$ cat src/rtl/core/double_hash_table_top_macros.svh
// Assertion macros for the double hashing table, clocked on i_clk and quiet during reset.
`ifndef DOUBLE_HASH_TABLE_TOP_MACROS_SVH
`define DOUBLE_HASH_TABLE_TOP_MACROS_SVH

// Check a condition at every clock edge.
`define DHT_ASSERT_ALWAYS(lbl, cond, msg) \
    lbl: assert property (@(posedge i_clk) disable iff (!i_rst_n) (cond)) else $error(msg);

// Check a consequence in the same cycle as its cause.
`define DHT_ASSERT_IMPLIES(lbl, ante, cons, msg) \
    lbl: assert property (@(posedge i_clk) disable iff (!i_rst_n) (ante) |-> (cons)) \
        else $error(msg);

// Check a consequence in the cycle after its cause.
`define DHT_ASSERT_NEXT(lbl, ante, cons, msg) \
    lbl: assert property (@(posedge i_clk) disable iff (!i_rst_n) (ante) |=> (cons)) \
        else $error(msg);

`endif

$ cat src/rtl/core/dht_pkg.sv
// Shared widths, slot markers and operation codes of the double hashing table.
`default_nettype none

package dht_pkg;

    localparam int unsigned KEY_W          = 31;
    localparam int unsigned SLOT_W         = 32;
    localparam int unsigned PAY_W          = 64;
    localparam int unsigned CNT_OUT_W      = 5;
    localparam int unsigned TABLE_SIZE_DEF = 31;
    localparam int unsigned STEP_MOD       = 7;

    // Slot markers; a stored key has its top bit clear, so it never equals either
    localparam logic [SLOT_W-1:0] KEY_EMPTY   = 32'hFFFF_FFFF;
    localparam logic [SLOT_W-1:0] KEY_DELETED = 32'hFFFF_FFFE;

    typedef enum logic [1:0] {
        FUNC_RETRIEVE = 2'd0,
        FUNC_INSERT   = 2'd1,
        FUNC_DELETE   = 2'd2
    } t_func;

endpackage

`default_nettype wire

$ cat src/rtl/core/double_hash_table_top.sv
// Top level of the open addressing hash table with double hashing.
//
//   channel   direction  handshake                 word
//   input     in         i_in_valid / o_in_stall   i_func, i_key, i_payload_in
//   result    out        o_out_valid / i_out_stall o_found, o_payload_out, o_entry_count,
//                                                  o_table_full, o_insert_refused
//
// After reset a clearing pass writes the empty marker into every slot, during which
// o_in_stall stays high.
// An operation forms the home slot and probe step of its key from one shared reciprocal
// multiplier, then probes slots, each probe a read of the single read port of the slot
// memory followed by a compare, and then loads its result word; the block passes through
// idle before it takes the next word. At most TABLE_SIZE slots are probed.
// An insert into a full table and an unknown operation code skip hashing and probing.
// One operation is in flight at a time; the result register frees the input side while a
// finished word waits on i_out_stall.
`default_nettype none

module double_hash_table_top #(
    parameter int unsigned TABLE_SIZE = dht_pkg::TABLE_SIZE_DEF
) (
    input  wire logic                           i_clk,
    input  wire logic                           i_rst_n,
    input  wire logic                           i_in_valid,
    output logic                                o_in_stall,
    input  wire logic [1:0]                     i_func,
    input  wire logic [dht_pkg::KEY_W-1:0]      i_key,
    input  wire logic [dht_pkg::PAY_W-1:0]      i_payload_in,
    output logic                                o_out_valid,
    input  wire logic                           i_out_stall,
    output logic                                o_found,
    output logic [dht_pkg::PAY_W-1:0]           o_payload_out,
    output logic [dht_pkg::CNT_OUT_W-1:0]       o_entry_count,
    output logic                                o_table_full,
    output logic                                o_insert_refused
);

    `include "double_hash_table_top_macros.svh"

    localparam int unsigned LW  = $clog2(TABLE_SIZE);
    localparam int unsigned SW  = $clog2(dht_pkg::STEP_MOD + 1);
    localparam int unsigned CW0 = $clog2(TABLE_SIZE + 1);
    localparam int unsigned CW  = (CW0 > dht_pkg::CNT_OUT_W) ? CW0 : dht_pkg::CNT_OUT_W;
    localparam logic [LW:0]   TS_L = (LW + 1)'(TABLE_SIZE);
    localparam logic [CW-1:0] TS_C = CW'(TABLE_SIZE);

    typedef enum logic [5:0] {
        ST_CLEAR = 6'b000001,
        ST_IDLE  = 6'b000010,
        ST_HASH  = 6'b000100,
        ST_READ  = 6'b001000,
        ST_CHECK = 6'b010000,
        ST_DONE  = 6'b100000
    } t_state;

    t_state r_state, n_state;

    logic [1:0]                 r_func;
    logic [dht_pkg::KEY_W-1:0]  r_key;
    logic [dht_pkg::PAY_W-1:0]  r_pay;
    logic [LW-1:0]              r_loc, n_loc;
    logic [LW-1:0]              r_start, n_start;
    logic [SW-1:0]              r_step, n_step;
    logic [LW-1:0]              r_clr, n_clr;
    logic [CW-1:0]              r_count, n_count;
    logic                       r_found, n_found;
    logic [dht_pkg::PAY_W-1:0]  r_pout, n_pout;
    logic                       r_refused, n_refused;

    logic [dht_pkg::SLOT_W-1:0] r_mem_key [TABLE_SIZE];
    logic [dht_pkg::PAY_W-1:0]  r_mem_pay [TABLE_SIZE];
    logic [dht_pkg::SLOT_W-1:0] r_rd_key;
    logic [dht_pkg::PAY_W-1:0]  r_rd_pay;

    logic                       r_out_valid;
    logic                       r_out_found;
    logic [dht_pkg::PAY_W-1:0]  r_out_pay;
    logic [CW-1:0]              r_out_count;
    logic                       r_out_refused;

    logic                       w_accept;
    logic                       w_hash_start;
    logic                       w_hash_done;
    logic [LW-1:0]              w_home;
    logic [SW-1:0]              w_step;
    logic                       w_rd_en;
    logic                       w_wr_key_en;
    logic                       w_wr_pay_en;
    logic [LW-1:0]              w_wr_addr;
    logic [dht_pkg::SLOT_W-1:0] w_wr_key;
    logic                       w_load;
    logic [dht_pkg::SLOT_W-1:0] w_key_ext;
    logic                       w_is_key;
    logic                       w_is_empty;
    logic                       w_is_del;
    logic [LW:0]                w_sum;
    logic [LW-1:0]              w_next;
    logic                       w_wrap;

    assign o_in_stall = (r_state != ST_IDLE);
    assign w_accept   = i_in_valid && !o_in_stall;

    dht_hash #(
        .TABLE_SIZE (TABLE_SIZE)
    ) u_hash (
        .i_clk   (i_clk),
        .i_rst_n (i_rst_n),
        .i_start (w_hash_start),
        .i_key   (i_key),
        .o_done  (w_hash_done),
        .o_home  (w_home),
        .o_step  (w_step)
    );

    // Classify the slot just read and work out the next slot on the probe sequence
    always_comb begin
        w_key_ext  = {1'b0, r_key};
        w_is_key   = (r_rd_key == w_key_ext);
        w_is_empty = (r_rd_key == dht_pkg::KEY_EMPTY);
        w_is_del   = (r_rd_key == dht_pkg::KEY_DELETED);
        w_sum      = {1'b0, r_loc} + (LW + 1)'(r_step);
        w_next     = (w_sum >= TS_L) ? LW'(w_sum - TS_L) : LW'(w_sum);
        w_wrap     = (w_next == r_start);
    end

    // Sequence the clearing pass, hashing, probing and result hand-off
    always_comb begin
        n_state      = r_state;
        n_loc        = r_loc;
        n_start      = r_start;
        n_step       = r_step;
        n_clr        = r_clr;
        n_count      = r_count;
        n_found      = r_found;
        n_pout       = r_pout;
        n_refused    = r_refused;
        w_hash_start = 1'b0;
        w_rd_en      = 1'b0;
        w_wr_key_en  = 1'b0;
        w_wr_pay_en  = 1'b0;
        w_wr_addr    = r_loc;
        w_wr_key     = dht_pkg::KEY_DELETED;
        w_load       = 1'b0;
        case (r_state)
            ST_CLEAR: begin
                w_wr_key_en = 1'b1;
                w_wr_addr   = r_clr;
                w_wr_key    = dht_pkg::KEY_EMPTY;
                n_clr       = r_clr + LW'(1);
                if (r_clr == LW'(TABLE_SIZE - 1)) begin
                    n_state = ST_IDLE;
                end
            end
            ST_IDLE: begin
                if (i_in_valid) begin
                    n_found   = 1'b0;
                    n_pout    = '0;
                    n_refused = 1'b0;
                    if (!(i_func inside {dht_pkg::FUNC_RETRIEVE, dht_pkg::FUNC_INSERT,
                                         dht_pkg::FUNC_DELETE})) begin
                        n_state = ST_DONE;
                    end else if ((i_func == dht_pkg::FUNC_INSERT) && (r_count >= TS_C)) begin
                        n_refused = 1'b1;
                        n_state   = ST_DONE;
                    end else begin
                        w_hash_start = 1'b1;
                        n_state      = ST_HASH;
                    end
                end
            end
            ST_HASH: begin
                if (w_hash_done) begin
                    n_loc   = w_home;
                    n_start = w_home;
                    n_step  = w_step;
                    n_state = ST_READ;
                end
            end
            ST_READ: begin
                w_rd_en = 1'b1;
                n_state = ST_CHECK;
            end
            ST_CHECK: begin
                n_state = ST_DONE;
                case (r_func)
                    dht_pkg::FUNC_INSERT: begin
                        if (w_is_empty || w_is_del) begin
                            w_wr_key_en = 1'b1;
                            w_wr_pay_en = 1'b1;
                            w_wr_key    = w_key_ext;
                            n_count     = r_count + CW'(1);
                        end else if (w_wrap) begin
                            n_refused = 1'b1;
                        end else begin
                            n_loc   = w_next;
                            n_state = ST_READ;
                        end
                    end
                    dht_pkg::FUNC_RETRIEVE, dht_pkg::FUNC_DELETE: begin
                        if (w_is_key) begin
                            n_found = 1'b1;
                            if (r_func == dht_pkg::FUNC_RETRIEVE) begin
                                n_pout = r_rd_pay;
                            end else begin
                                w_wr_key_en = 1'b1;
                                if (r_count != '0) begin
                                    n_count = r_count - CW'(1);
                                end
                            end
                        end else if (!w_is_empty && !w_wrap) begin
                            n_loc   = w_next;
                            n_state = ST_READ;
                        end
                    end
                    default: begin
                        n_state = ST_DONE;
                    end
                endcase
            end
            ST_DONE: begin
                if (!r_out_valid || !i_out_stall) begin
                    w_load  = 1'b1;
                    n_state = ST_IDLE;
                end
            end
            default: begin
                n_state = ST_IDLE;
            end
        endcase
    end

    // Advance control state
    always_ff @(posedge i_clk) begin
        if (!i_rst_n) begin
            r_state     <= ST_CLEAR;
            r_clr       <= '0;
            r_count     <= '0;
            r_out_valid <= 1'b0;
        end else begin
            r_state <= n_state;
            r_clr   <= n_clr;
            r_count <= n_count;
            if (w_load) begin
                r_out_valid <= 1'b1;
            end else if (!i_out_stall) begin
                r_out_valid <= 1'b0;
            end
        end
    end

    // Hold the operation word and the probe position
    always_ff @(posedge i_clk) begin
        if (w_accept) begin
            r_func <= i_func;
            r_key  <= i_key;
            r_pay  <= i_payload_in;
        end
        r_loc     <= n_loc;
        r_start   <= n_start;
        r_step    <= n_step;
        r_found   <= n_found;
        r_pout    <= n_pout;
        r_refused <= n_refused;
    end

    // Slot memory: one write port, one registered read port
    always_ff @(posedge i_clk) begin
        if (w_wr_key_en) begin
            r_mem_key[w_wr_addr] <= w_wr_key;
        end
        if (w_wr_pay_en) begin
            r_mem_pay[w_wr_addr] <= r_pay;
        end
        if (w_rd_en) begin
            r_rd_key <= r_mem_key[r_loc];
            r_rd_pay <= r_mem_pay[r_loc];
        end
    end

    // Load the result word when the output register is free or draining
    always_ff @(posedge i_clk) begin
        if (w_load) begin
            r_out_found   <= r_found;
            r_out_pay     <= r_pout;
            r_out_count   <= r_count;
            r_out_refused <= r_refused;
        end
    end

    assign o_out_valid      = r_out_valid;
    assign o_found          = r_out_found;
    assign o_payload_out    = r_out_pay;
    assign o_entry_count    = r_out_count[dht_pkg::CNT_OUT_W-1:0];
    assign o_table_full     = (r_out_count == TS_C);
    assign o_insert_refused = r_out_refused;

    `DHT_ASSERT_ALWAYS(a_count_bound, r_count <= TS_C, "occupied count above table size")
    `DHT_ASSERT_IMPLIES(a_hash_in_phase, w_hash_done, r_state == ST_HASH, "hash out of phase")
    `DHT_ASSERT_NEXT(a_accept_path, w_accept,
        (r_state == ST_HASH) || (r_state == ST_DONE), "bad state after accept")
    `DHT_ASSERT_IMPLIES(a_refuse_no_hit, o_out_valid, !(o_found && o_insert_refused), "refused word marked found")

endmodule

`default_nettype wire

$ cat src/rtl/core/dht_hash.sv
// Reciprocal multiplier unit that forms the home slot and probe step of a key.
`default_nettype none

module dht_hash #(
    parameter int unsigned TABLE_SIZE = dht_pkg::TABLE_SIZE_DEF,
    localparam int unsigned LW = $clog2(TABLE_SIZE),
    localparam int unsigned SW = $clog2(dht_pkg::STEP_MOD + 1)
) (
    input  wire logic                       i_clk,
    input  wire logic                       i_rst_n,
    input  wire logic                       i_start,
    input  wire logic [dht_pkg::KEY_W-1:0]  i_key,
    output logic                            o_done,
    output logic [LW-1:0]                   o_home,
    output logic [SW-1:0]                   o_step
);

    // Quotients come from key * ceil(2^s / m) >> s, exact for every 31-bit key
    // when s = key width + ceil(log2 m); both reciprocals fit in 32 bits
    localparam int unsigned KW   = dht_pkg::KEY_W;
    localparam int unsigned RW   = 32;
    localparam int unsigned PW   = KW + RW;
    localparam int unsigned SH_T = KW + LW;
    localparam int unsigned SH_S = KW + $clog2(dht_pkg::STEP_MOD);
    localparam logic [RW-1:0] RCP_T =
        RW'(((64'd1 << SH_T) + 64'(TABLE_SIZE) - 64'd1) / 64'(TABLE_SIZE));
    localparam logic [RW-1:0] RCP_S =
        RW'(((64'd1 << SH_S) + 64'(dht_pkg::STEP_MOD) - 64'd1) / 64'(dht_pkg::STEP_MOD));
    localparam logic [KW-1:0] TS_K  = KW'(TABLE_SIZE);
    localparam logic [KW-1:0] MOD_K = KW'(dht_pkg::STEP_MOD);

    typedef enum logic [3:0] {
        PH_IDLE = 4'b0001,
        PH_HOME = 4'b0010,
        PH_STEP = 4'b0100,
        PH_FIN  = 4'b1000
    } t_phase;

    t_phase          r_phase;
    logic            r_done;
    logic [KW-1:0]   r_key;
    logic [KW-1:0]   r_quo;
    logic [LW-1:0]   r_home;
    logic [SW-1:0]   r_step;

    logic [RW-1:0]   w_rcp;
    logic [PW-1:0]   w_prod;
    logic [KW-1:0]   w_quo;
    logic [KW-1:0]   w_rem_t;
    logic [KW-1:0]   w_rem_s;

    // Share one multiplier between both quotients; fold each back into a remainder
    always_comb begin
        w_rcp   = (r_phase == PH_HOME) ? RCP_T : RCP_S;
        w_prod  = PW'(r_key) * PW'(w_rcp);
        w_quo   = (r_phase == PH_HOME) ? KW'(w_prod >> SH_T) : KW'(w_prod >> SH_S);
        w_rem_t = r_key - (r_quo * TS_K);
        w_rem_s = r_key - (r_quo * MOD_K);
    end

    // Step through table quotient, step quotient and final remainder
    always_ff @(posedge i_clk) begin
        if (!i_rst_n) begin
            r_phase <= PH_IDLE;
            r_done  <= 1'b0;
        end else begin
            r_done <= 1'b0;
            case (r_phase)
                PH_IDLE: begin
                    if (i_start) begin
                        r_phase <= PH_HOME;
                    end
                end
                PH_HOME: begin
                    r_phase <= PH_STEP;
                end
                PH_STEP: begin
                    r_phase <= PH_FIN;
                end
                PH_FIN: begin
                    r_phase <= PH_IDLE;
                    r_done  <= 1'b1;
                end
                default: begin
                    r_phase <= PH_IDLE;
                end
            endcase
        end
    end

    // Hold the key, the running quotient and both results
    always_ff @(posedge i_clk) begin
        if (i_start) begin
            r_key <= i_key;
        end
        if ((r_phase == PH_HOME) || (r_phase == PH_STEP)) begin
            r_quo <= w_quo;
        end
        if (r_phase == PH_STEP) begin
            r_home <= LW'(w_rem_t);
        end
        if (r_phase == PH_FIN) begin
            r_step <= SW'(dht_pkg::STEP_MOD) - SW'(w_rem_s);
        end
    end

    assign o_done = r_done;
    assign o_home = r_home;
    assign o_step = r_step;

endmodule

`default_nettype wire

$ cat config.mk
export PLATFORM = sky130hd
export DESIGN_NAME = double_hash_table_top
export DESIGN_NICKNAME = d
export VERILOG_FILES = /design/src/rtl/core/dht_pkg.sv /design/src/rtl/core/double_hash_table_top.sv /design/src/rtl/core/dht_hash.sv
export VERILOG_INCLUDE_DIRS = /design/src /design/src/rtl/core
export SDC_FILE = /design/constraint.sdc
export NUM_CORES = 2
export LEC_CHECK = 0
export BUFFER_PORTS_ARGS = -buffer_cell sky130_fd_sc_hd__buf_2
export CORE_ASPECT_RATIO = 0.7
export CORE_MARGIN = 3
export CORE_UTILIZATION = 40
export CTS_CLUSTER_SIZE = 40
export DETAILED_ROUTE_END_ITERATION = 8
export HOLD_SLACK_MARGIN = 0.15
export PLACE_DENSITY_LB_ADDON = 0.15
export SLEW_MARGIN = 20
export SYNTH_ARGS = -nofsm -noshare
export SYNTH_HDL_FRONTEND = slang
export SYNTH_SLANG_ARGS = --single-unit
$ cat constraint.sdc
create_clock -name i_clk -period 9.9 [get_ports i_clk]
set_input_delay 0.99 -clock i_clk [delete_from_list [all_inputs] [get_ports i_clk]]
set_output_delay 0.99 -clock i_clk [all_outputs]
set_load 0.05 [all_outputs]
**Yosys cells after proc, flatten, opt, wreduce, memory -nomap -nowiden**

Memory sizes are Yosys's and may differ from the RTL's. A register that Yosys moved wholly into a read port is not among the register bits.
Cells that the tools add are included.

- Logic and storage cells: 177
- Memories kept: 2
- Register bits: 339
- Bits in writable memories: 2,976
- Output and inout port bits: 74

Memory list:

| name | words | width | rd ports | clocked after memory_dff | wr ports | line | source |
|---|---|---|---|---|---|---|---|
| r_mem_pay | 31 | 64 | 1 | 1 | 1 | double_hash_table_top.sv:71 | `logic [dht_pkg::PAY_W-1:0] r_mem_pay [TABLE_SIZE];` |
| r_mem_key | 31 | 32 | 1 | 1 | 1 | double_hash_table_top.sv:70 | `logic [dht_pkg::SLOT_W-1:0] r_mem_key [TABLE_SIZE];` |

- Equality and inequality tests: 42
- Mux-type cells: 70
- Multiply operators: 3
- Order comparisons: 2
- Reduce and logical (&&, ||, !) cells: 26
- Add/sub/neg operators: 8

Operator list:

| cell | number |
|---|---|
| $mux 64 | 4 |
| $pmux 64 s2 | 1 |
| $eq 32x32->1 const B | 2 |
| $mux 32 | 2 |
| $pmux 32 s2 | 1 |
| $mul 31x32->63 | 1 |
| $mux 6 | 10 |
| $mux 5 | 11 |
| $pmux 6 s6 | 1 |
| $eq 32x31->1 | 1 |
| $mul 31x3->3 const B | 1 |
| $mul 31x5->5 const B | 1 |
| $pmux 5 s2 | 3 |
| $mux 29 | 1 |
| $mux 1 | 28 |
| $mux 27 | 1 |
| $ne 2x2->1 const B | 12 |
| $ne 3x3->1 const B | 4 |
| $pmux 4 s3 | 1 |
| $pmux 6 s2 | 1 |
| $add 5x1->5 const B | 2 |
| $eq 5x5->1 const B | 2 |
| $reduce_and 5->1 | 2 |
| $ne 2x1->1 const B | 4 |
| 37 further kinds | 54 |

**Longest topological paths before layout**

- Depth after elaboration: 10
- Gate-level depth with buffers: 29
- Gate-level depth less buffers: 27

**Hierarchy**

A second synthesis with hierarchy kept.

- Cells, all modules: 6,732
- Area total of the unflattened synthesis: 138,945.8 sq um

Modules (own cells, without submodules):

| module | instances | cells each | area each (sq um) |
|---|---|---|---|
| double_hash_table_top | 1 | 5,476 | 126,123.5 |
| dht_hash | 1 | 1,256 | 12,822.3 |

**Worst setup path after synthesis**

OpenSTA, ideal clock, no wires.

- Path kind: reg-to-reg
- Start point: register r_state[4]
- End point: register r_rd_key[0] (netlist name), read port of r_mem_key, enable pin
- Path slack: 1.620 ns
- Setup time: 0.690 ns
- Period minus slack after synthesis: 8.280 ns
- Buffers on the path: 0
- Arrival: 7.590 ns
- Cell stages (with the launch flop): 4
- Cells stage by stage: dfxtp_1 > nor2_1 > nand2_1 > nor3b_1

- Word-level cells in the longest chain between the ends: 2

Ends and longest elaborated chain:

| what | line | source |
|---|---|---|
| start: declaration | double_hash_table_top.sv:56 | `t_state r_state, n_state;` |
| start signal: assignment | double_hash_table_top.sv:240 | `r_state <= n_state;` |
| $eq 6x4->1 | double_hash_table_top.sv:144 | `case (r_state)` |
| $mux 1 | double_hash_table_top.sv:144 |  |
| end: declaration | double_hash_table_top.sv:72 | `logic [dht_pkg::SLOT_W-1:0] r_rd_key;` |

Every way passes these cells.
A chain may end at the register's enable or synchronous reset.

**Final worst setup path**

- Start point: register u_hash.r_phase[2]
- End point: register u_hash.r_quo[0] (data pin)

- Word-level cells in the longest chain between the ends: 4

Ends and longest elaborated chain:

| what | line | source |
|---|---|---|
| start: declaration | dht_hash.sv:39 | `t_phase r_phase;` |
| start signal: assignment | dht_hash.sv:64 | `r_phase <= PH_IDLE;` |
| start signal: assignment | dht_hash.sv:71 | `r_phase <= PH_HOME;` |
| start signal: assignment | dht_hash.sv:75 | `r_phase <= PH_STEP;` |
| $eq 4x2->1 (*) | dht_hash.sv:54, dht_hash.sv:56 |  |
| $mux 29 | dht_hash.sv:54 | `w_rcp = (r_phase == PH_HOME) ? RCP_T : RCP_S;` |
| $mul 31x32->63 | dht_hash.sv:55 | `w_prod = PW'(r_key) * PW'(w_rcp);` |
| $mux 27 (*) | dht_hash.sv:56 | `w_quo = (r_phase == PH_HOME) ? KW'(w_prod >> SH_T) : KW'(w_prod >> SH_S);` |
| via u_hash.w_quo[0] | dht_hash.sv:48 | `logic [KW-1:0] w_quo;` |
| end signal: assignment | dht_hash.sv:97 | `r_quo <= w_quo;` |
| end: declaration | dht_hash.sv:42 | `logic [KW-1:0] r_quo;` |

The timed path passes the listed nets; every way through them passes the cells marked *.

==> impl.org <==
** Status
- The run finished with clean final reports.

** Logic synthesis
- Share of the synthesized area in compound gates (AO/OA/AOI/OAI) :: under 10%
- Among all flip-flop cells after synthesis, the most frequent one is sky130_fd_sc_hd__edfxtp_1.
- Synth area leaders :: sky130_fd_sc_hd__edfxtp_1 73%, sky130_fd_sc_hd__mux4_2 14%, sky130_fd_sc_hd__fa_1 3.7%, sky130_fd_sc_hd__ha_1 2.3%, sky130_fd_sc_hd__inv_1 1.1%
- The synthesized netlist occupies a cell area of between 100,000 and 150,000 um2.
- In this run the mean area of a mapped cell was 21.3 um2.
- Of the post-synthesis cell area, the part taken by muxes is 15.5%.
- Of all flip-flops after synthesis, the portion carrying an async set or reset was 0%.
- Leading area contributor after synthesis :: sky130_fd_sc_hd__edfxtp_1
- Area share of the leading cell type in the synthesized netlist :: 72.7%
- Count of state elements after synthesis :: 3,385
- Count of flip-flops with a built-in enable after synthesis :: 3,363
- Number of instances in the synthesized netlist :: 6,530
- After synthesis, the netlist uses 70 different library cells.
- By area, the combinational part of the netlist is dominated by multiplexers.
- Post-synthesis share of cell area spent on full adders, half adders and majority gates :: 5.96%
- Synth warn :: 0
- Fraction of the mapped netlist area in simple logic gates :: between 1.5 and 2%
- The share of the Yosys chip area taken by registers is about 73%.
- Fraction of synthesized cell area in xor and xnor cells :: 0.554%

** CTS
- After clock tree synthesis, the flow added hold-fix buffers numbering 0.
- CTS built an H-tree with a depth of 5.
- The later pin in the worst-skew pair is clocked with a latency of approximately 0.9 ns.
- Master cell of the clock root buffer :: sky130_fd_sc_hd__clkbuf_16
- Number of CTS-inserted buffers :: 334
- In this run the post-CTS setup repair buffer count came out at 0.
- Largest buffer count on any clock path :: 4
- Counting every sink on the clock net gives 3,385.
- TritonCTS built the clock tree.
- Quantity of gates resized following cts :: 0
- CTS clk-pin slew, worst paths :: 0.06 ns

** Critical path
- STA classifies the critical path startpoint as a register.
- Reg-to-Reg End :: u_hash.r_quo[0]$_DFFE_PN_
- The number of buffers and inverters on the critical path is 5.
- CP startpoint :: u_hash.r_phase[2]$_SDFFE_PN0P_
- By instance count, the cell type seen most on the critical path is sky130_fd_sc_hd__fa_1.
- STA classifies the critical path endpoint as a register.
- Type of the worst setup path :: reg -> reg
- Slack of the worst reg-to-reg path :: 1.97 ns
- In this run the number of cells on the critical path is 24.
- Count of cells along the worst register-to-register path :: 24
- Along the worst path, the maximum fanout reaches 25.
- Worst setup endpoint :: u_hash.r_quo[0]$_DFFE_PN_
- The signal on the critical path passes through nand2b_1 -> or3_1 -> buf_4 -> nand2_1 -> nand2_1 -> fa_1 -> fa_1 -> fa_1 -> fa_1 -> inv_1 -> fa_1 -> inv_1 -> fa_1 -> inv_1 -> fa_1 -> inv_1 -> ha_1 -> a211oi_2 -> a21oi_1 -> a221o_1 -> and2_1 -> a2111oi_4 -> xnor2_1 -> a211o_1.
- On the worst path, the slowest cell contributes a delay of 0.75 ns.
- Worst flop-to-flop path startpoint :: u_hash.r_phase[2]$_SDFFE_PN0P_
- For the worst setup path, the data arrival time is 8.49 ns.
- Crit-path slowest cell :: sky130_fd_sc_hd__or3_1
- Grouping stages by cell kind, the critical path spends the most delay in adder cells.
- Required @ worst endpoint :: 10.46 ns

** Placed design
- Placed cell count :: 11,200
- Number of port buffers :: around 170
- HPWL after detailed placement :: 201,000 um
- RePlAce Congestion :: ~0.84
- Before CTS, the worst setup slack after placement is 1.99 ns.

** Power
- Worst vdd ir :: 0.264 mV
- Power per cell area :: between 200 and 250 nW/um2
- In this run the static leakage power is 52.7 nW.

** STA
- After layout, the worst setup slack is 1.97 ns.
- Measured against its own limit, the worst slew margin works out to 21.8%.
- Number of setup violations in the final report :: 0
- Post-route fraction of the period consumed by the critical path :: 80.1%
- Setup repair after global routing left no endpoint under its margin.
- Max Clock Freq :: 0.126 GHz
- Fin. Hold Viols :: 0
- Sum Neg Setup Slack :: 0 ns
- Final hold slack :: 0.267 ns
- The worst path needs around 8 ns of the cycle, external delays included.
- Slew @ Worst Pin :: 1.17 ns
- Across the routed clock network, the largest skew measured is 0.0992 ns.
- Number of max-slew violations in the final report :: 0

** Route
- After detailed routing, the total wire length is 381,000 um.
- Pre-antenna DRT Iters :: 5
- Overall via count from detail_route :: 66,200
- Routed WL per cell :: 32.3 um
- In this run the remaining antenna-violating nets after routing total 0.
- For this run, design rule violations remaining after detail routing come to 0.
- Starting DRT DRC Count :: 8,012
- After detailed routing, the number of vias per cell comes to 5.62.

** Cells and area
- Synth-to-Final Area Change :: 12.8%
- Total number of nets in the final design :: 7,579
- Counting the fill cells in the layout gives 28,900.
- Once layout is complete, the cells apart from fillers number about 12,000.
- The post-route netlist has between 20% and 30% of its cells at a drive strength greater than 1.
- Measured on the finished design, the core utilization comes to a little under half.

** Die
- Overall die area :: 354,000 um2
- In this run the horizontal extent of the chip is 710 um.
- Core Footprint :: about 340,000 um2
- Initial Utilization :: about two fifths
- Total number of placement rows :: 180
- In this run the vertical extent of the chip is between 400 and 500 um.
- roughly 180 I/O pins were placed.

** GRT
- Antenna violations before repair :: 17
- First-pass GRT wire length :: around 530,000 um
- The via count of the first global-routing pass was 67,400.
- Global routing consumed, over all layers together, 21.4% of the routing resources.
- Pin count of the biggest net entering global routing :: around 150
- Summed over all layers, the global routing overflow is 0.

** Hold path
- In this run the worst hold path is classified as in -> reg.

** Run
- Number of max-cap violations :: 0
## through the flow
| stage | total power, mW | instance area, um2 |
|---|---|---|
| after CTS | 32.0 | 157000 |
| after floorplan | 18.5 | 139000 |
| after global placement | 19.7 | 146000 |
| after detailed placement | 19.7 | 146000 |
| final | 31.7 | 157000 |
| after global routing | 33.0 | 157000 |
## state kept, by name, summed over array words and instances (netlist names), 6 cells and up
name / cells
o_payload_out: 64
r_mem_pay: 1984
r_pout: 64
r_rd_key: 32
r_state: 6
r_mem_key: 992
r_rd_pay: 64
r_pay: 64
r_key: 31
u_hash.r_key: 31
## cells in the final DEF, fill, tap and decap left out, types with 7 or more instances in the layout
cell                         count
sky130_fd_sc_hd__a21o_1         11
sky130_fd_sc_hd__mux4_2        864
sky130_fd_sc_hd__nor2b_1         7
sky130_fd_sc_hd__nor2_1         23
sky130_fd_sc_hd__nand3_1        20
sky130_fd_sc_hd__clkinvlp_4      9
sky130_fd_sc_hd__buf_2         174
sky130_fd_sc_hd__inv_6          10
sky130_fd_sc_hd__diode_2        10
sky130_fd_sc_hd__edfxtp_1     3363
sky130_fd_sc_hd__and3_1          7
sky130_fd_sc_hd__a21oi_1        45
sky130_fd_sc_hd__clkinv_1       70
sky130_fd_sc_hd__inv_1         396
sky130_fd_sc_hd__clkbuf_1       80
sky130_fd_sc_hd__conb_1         60
sky130_fd_sc_hd__a31oi_1         9
sky130_fd_sc_hd__o21ai_0       120
sky130_fd_sc_hd__fa_1          257
sky130_fd_sc_hd__buf_4         127
sky130_fd_sc_hd__nor2_4         63
sky130_fd_sc_hd__dfxtp_1        22
sky130_fd_sc_hd__nand4_1        22
sky130_fd_sc_hd__o211ai_1       10
sky130_fd_sc_hd__clkbuf_16     342
sky130_fd_sc_hd__and2_1         89
sky130_fd_sc_hd__nand2b_1       15
sky130_fd_sc_hd__nor3_1         11
sky130_fd_sc_hd__bufinv_16      19
sky130_fd_sc_hd__or2_2          45
sky130_fd_sc_hd__buf_12         15
sky130_fd_sc_hd__mux2_2         96
sky130_fd_sc_hd__a211oi_1        7
sky130_fd_sc_hd__clkinv_2       47
sky130_fd_sc_hd__ha_1          251
sky130_fd_sc_hd__nand2_1       225
sky130_fd_sc_hd__xnor2_1        72
sky130_fd_sc_hd__xor2_1         14
sky130_fd_sc_hd__mux2i_1       104
## per-layer routing
layer	track usage [%]	routed length, um	vias up
li1	-	-	27100
met1	33.2	175000	36100
met2	31.2	167000	2573
met3	4.57	30400	478
met4	4.64	8140	4
met5	0.407	214	-
## synthesized netlist by cell type (all sizes together), types with 7 or more instances
library cell and number:
nor2b 7, nand4 22, inv 399, clkbuf 186, a21o 11, or2 45, a21oi 46, nor2 87
nand3 21, and3 7, a31oi 9, mux2i 104, ha 251, and2 90, mux4 864, nor3 12
dfxtp 22, a211oi 8, xnor2 72, edfxtp 3363, xor2 15, fa 257, o211ai 11, o21ai 121
nand2b 15, nand2 225, mux2 96, buf 90
## kinds of logic (layout without fill, tap and decap cells)
group / Yosys count / count (layout)
AND/OR/NAND/NOR: 565 / 565
XOR/XNOR: 87 / 87
adder cells (fa/ha/maj): 508 / 508
AO/OA/AOI/OAI: 244 / 244
flip-flops: 3385 / 3385
buffers and inverters: 675 / 1306
other: 2 / 70
multiplexers: 1064 / 1064
## report_power, final
group	switching [mW]	internal (mW)	leakage, nW	total (mW)
registers	0.0645	15.8	31.8	15.9
logic	2.21	1.38	15.9	3.58
clock network	5.39	6.84	4.98	12.2
## cell type report
| cell class | instances | area [um2] | area share [%] |
|---|---|---|---|
| diodes | 10 | 25.0 | 0.0160 |
| clock buffers | 423 | 8870 | 5.66 |
| inverters | 399 | 1510 | 0.962 |
| flip-flops and latches | 3385 | 101000 | 64.7 |
| well taps | 4550 | 5690 | 3.63 |
| multi-input cells | 2528 | 35600 | 22.7 |
| clock inverters | 162 | 1350 | 0.862 |
| repair buffers | 322 | 2250 | 1.43 |
## worst min path at each step
stage | from | endpoint | slack, ns | depth (start not counted)
final | i_payload_in[11] | r_pay[11]$_DFFE_PP_ | 0.27 | 1
after detailed placement | r_pout[10]$_SDFFCE_PN0P_ | o_payload_out[10]$_DFFE_PP_ | 0.41 | 0
after global placement | r_pout[8]$_SDFFCE_PN0P_ | o_payload_out[8]$_DFFE_PP_ | 0.40 | 0
after CTS | i_payload_in[38] | r_pay[38]$_DFFE_PP_ | 0.18 | 1
after floorplan | r_found$_DFFE_PP_ | o_found$_DFFE_PP_ | 0.40 | 0
after global routing | i_payload_in[38] | r_pay[38]$_DFFE_PP_ | 0.21 | 1
Note: power is estimated with default switching activity, not from simulation.
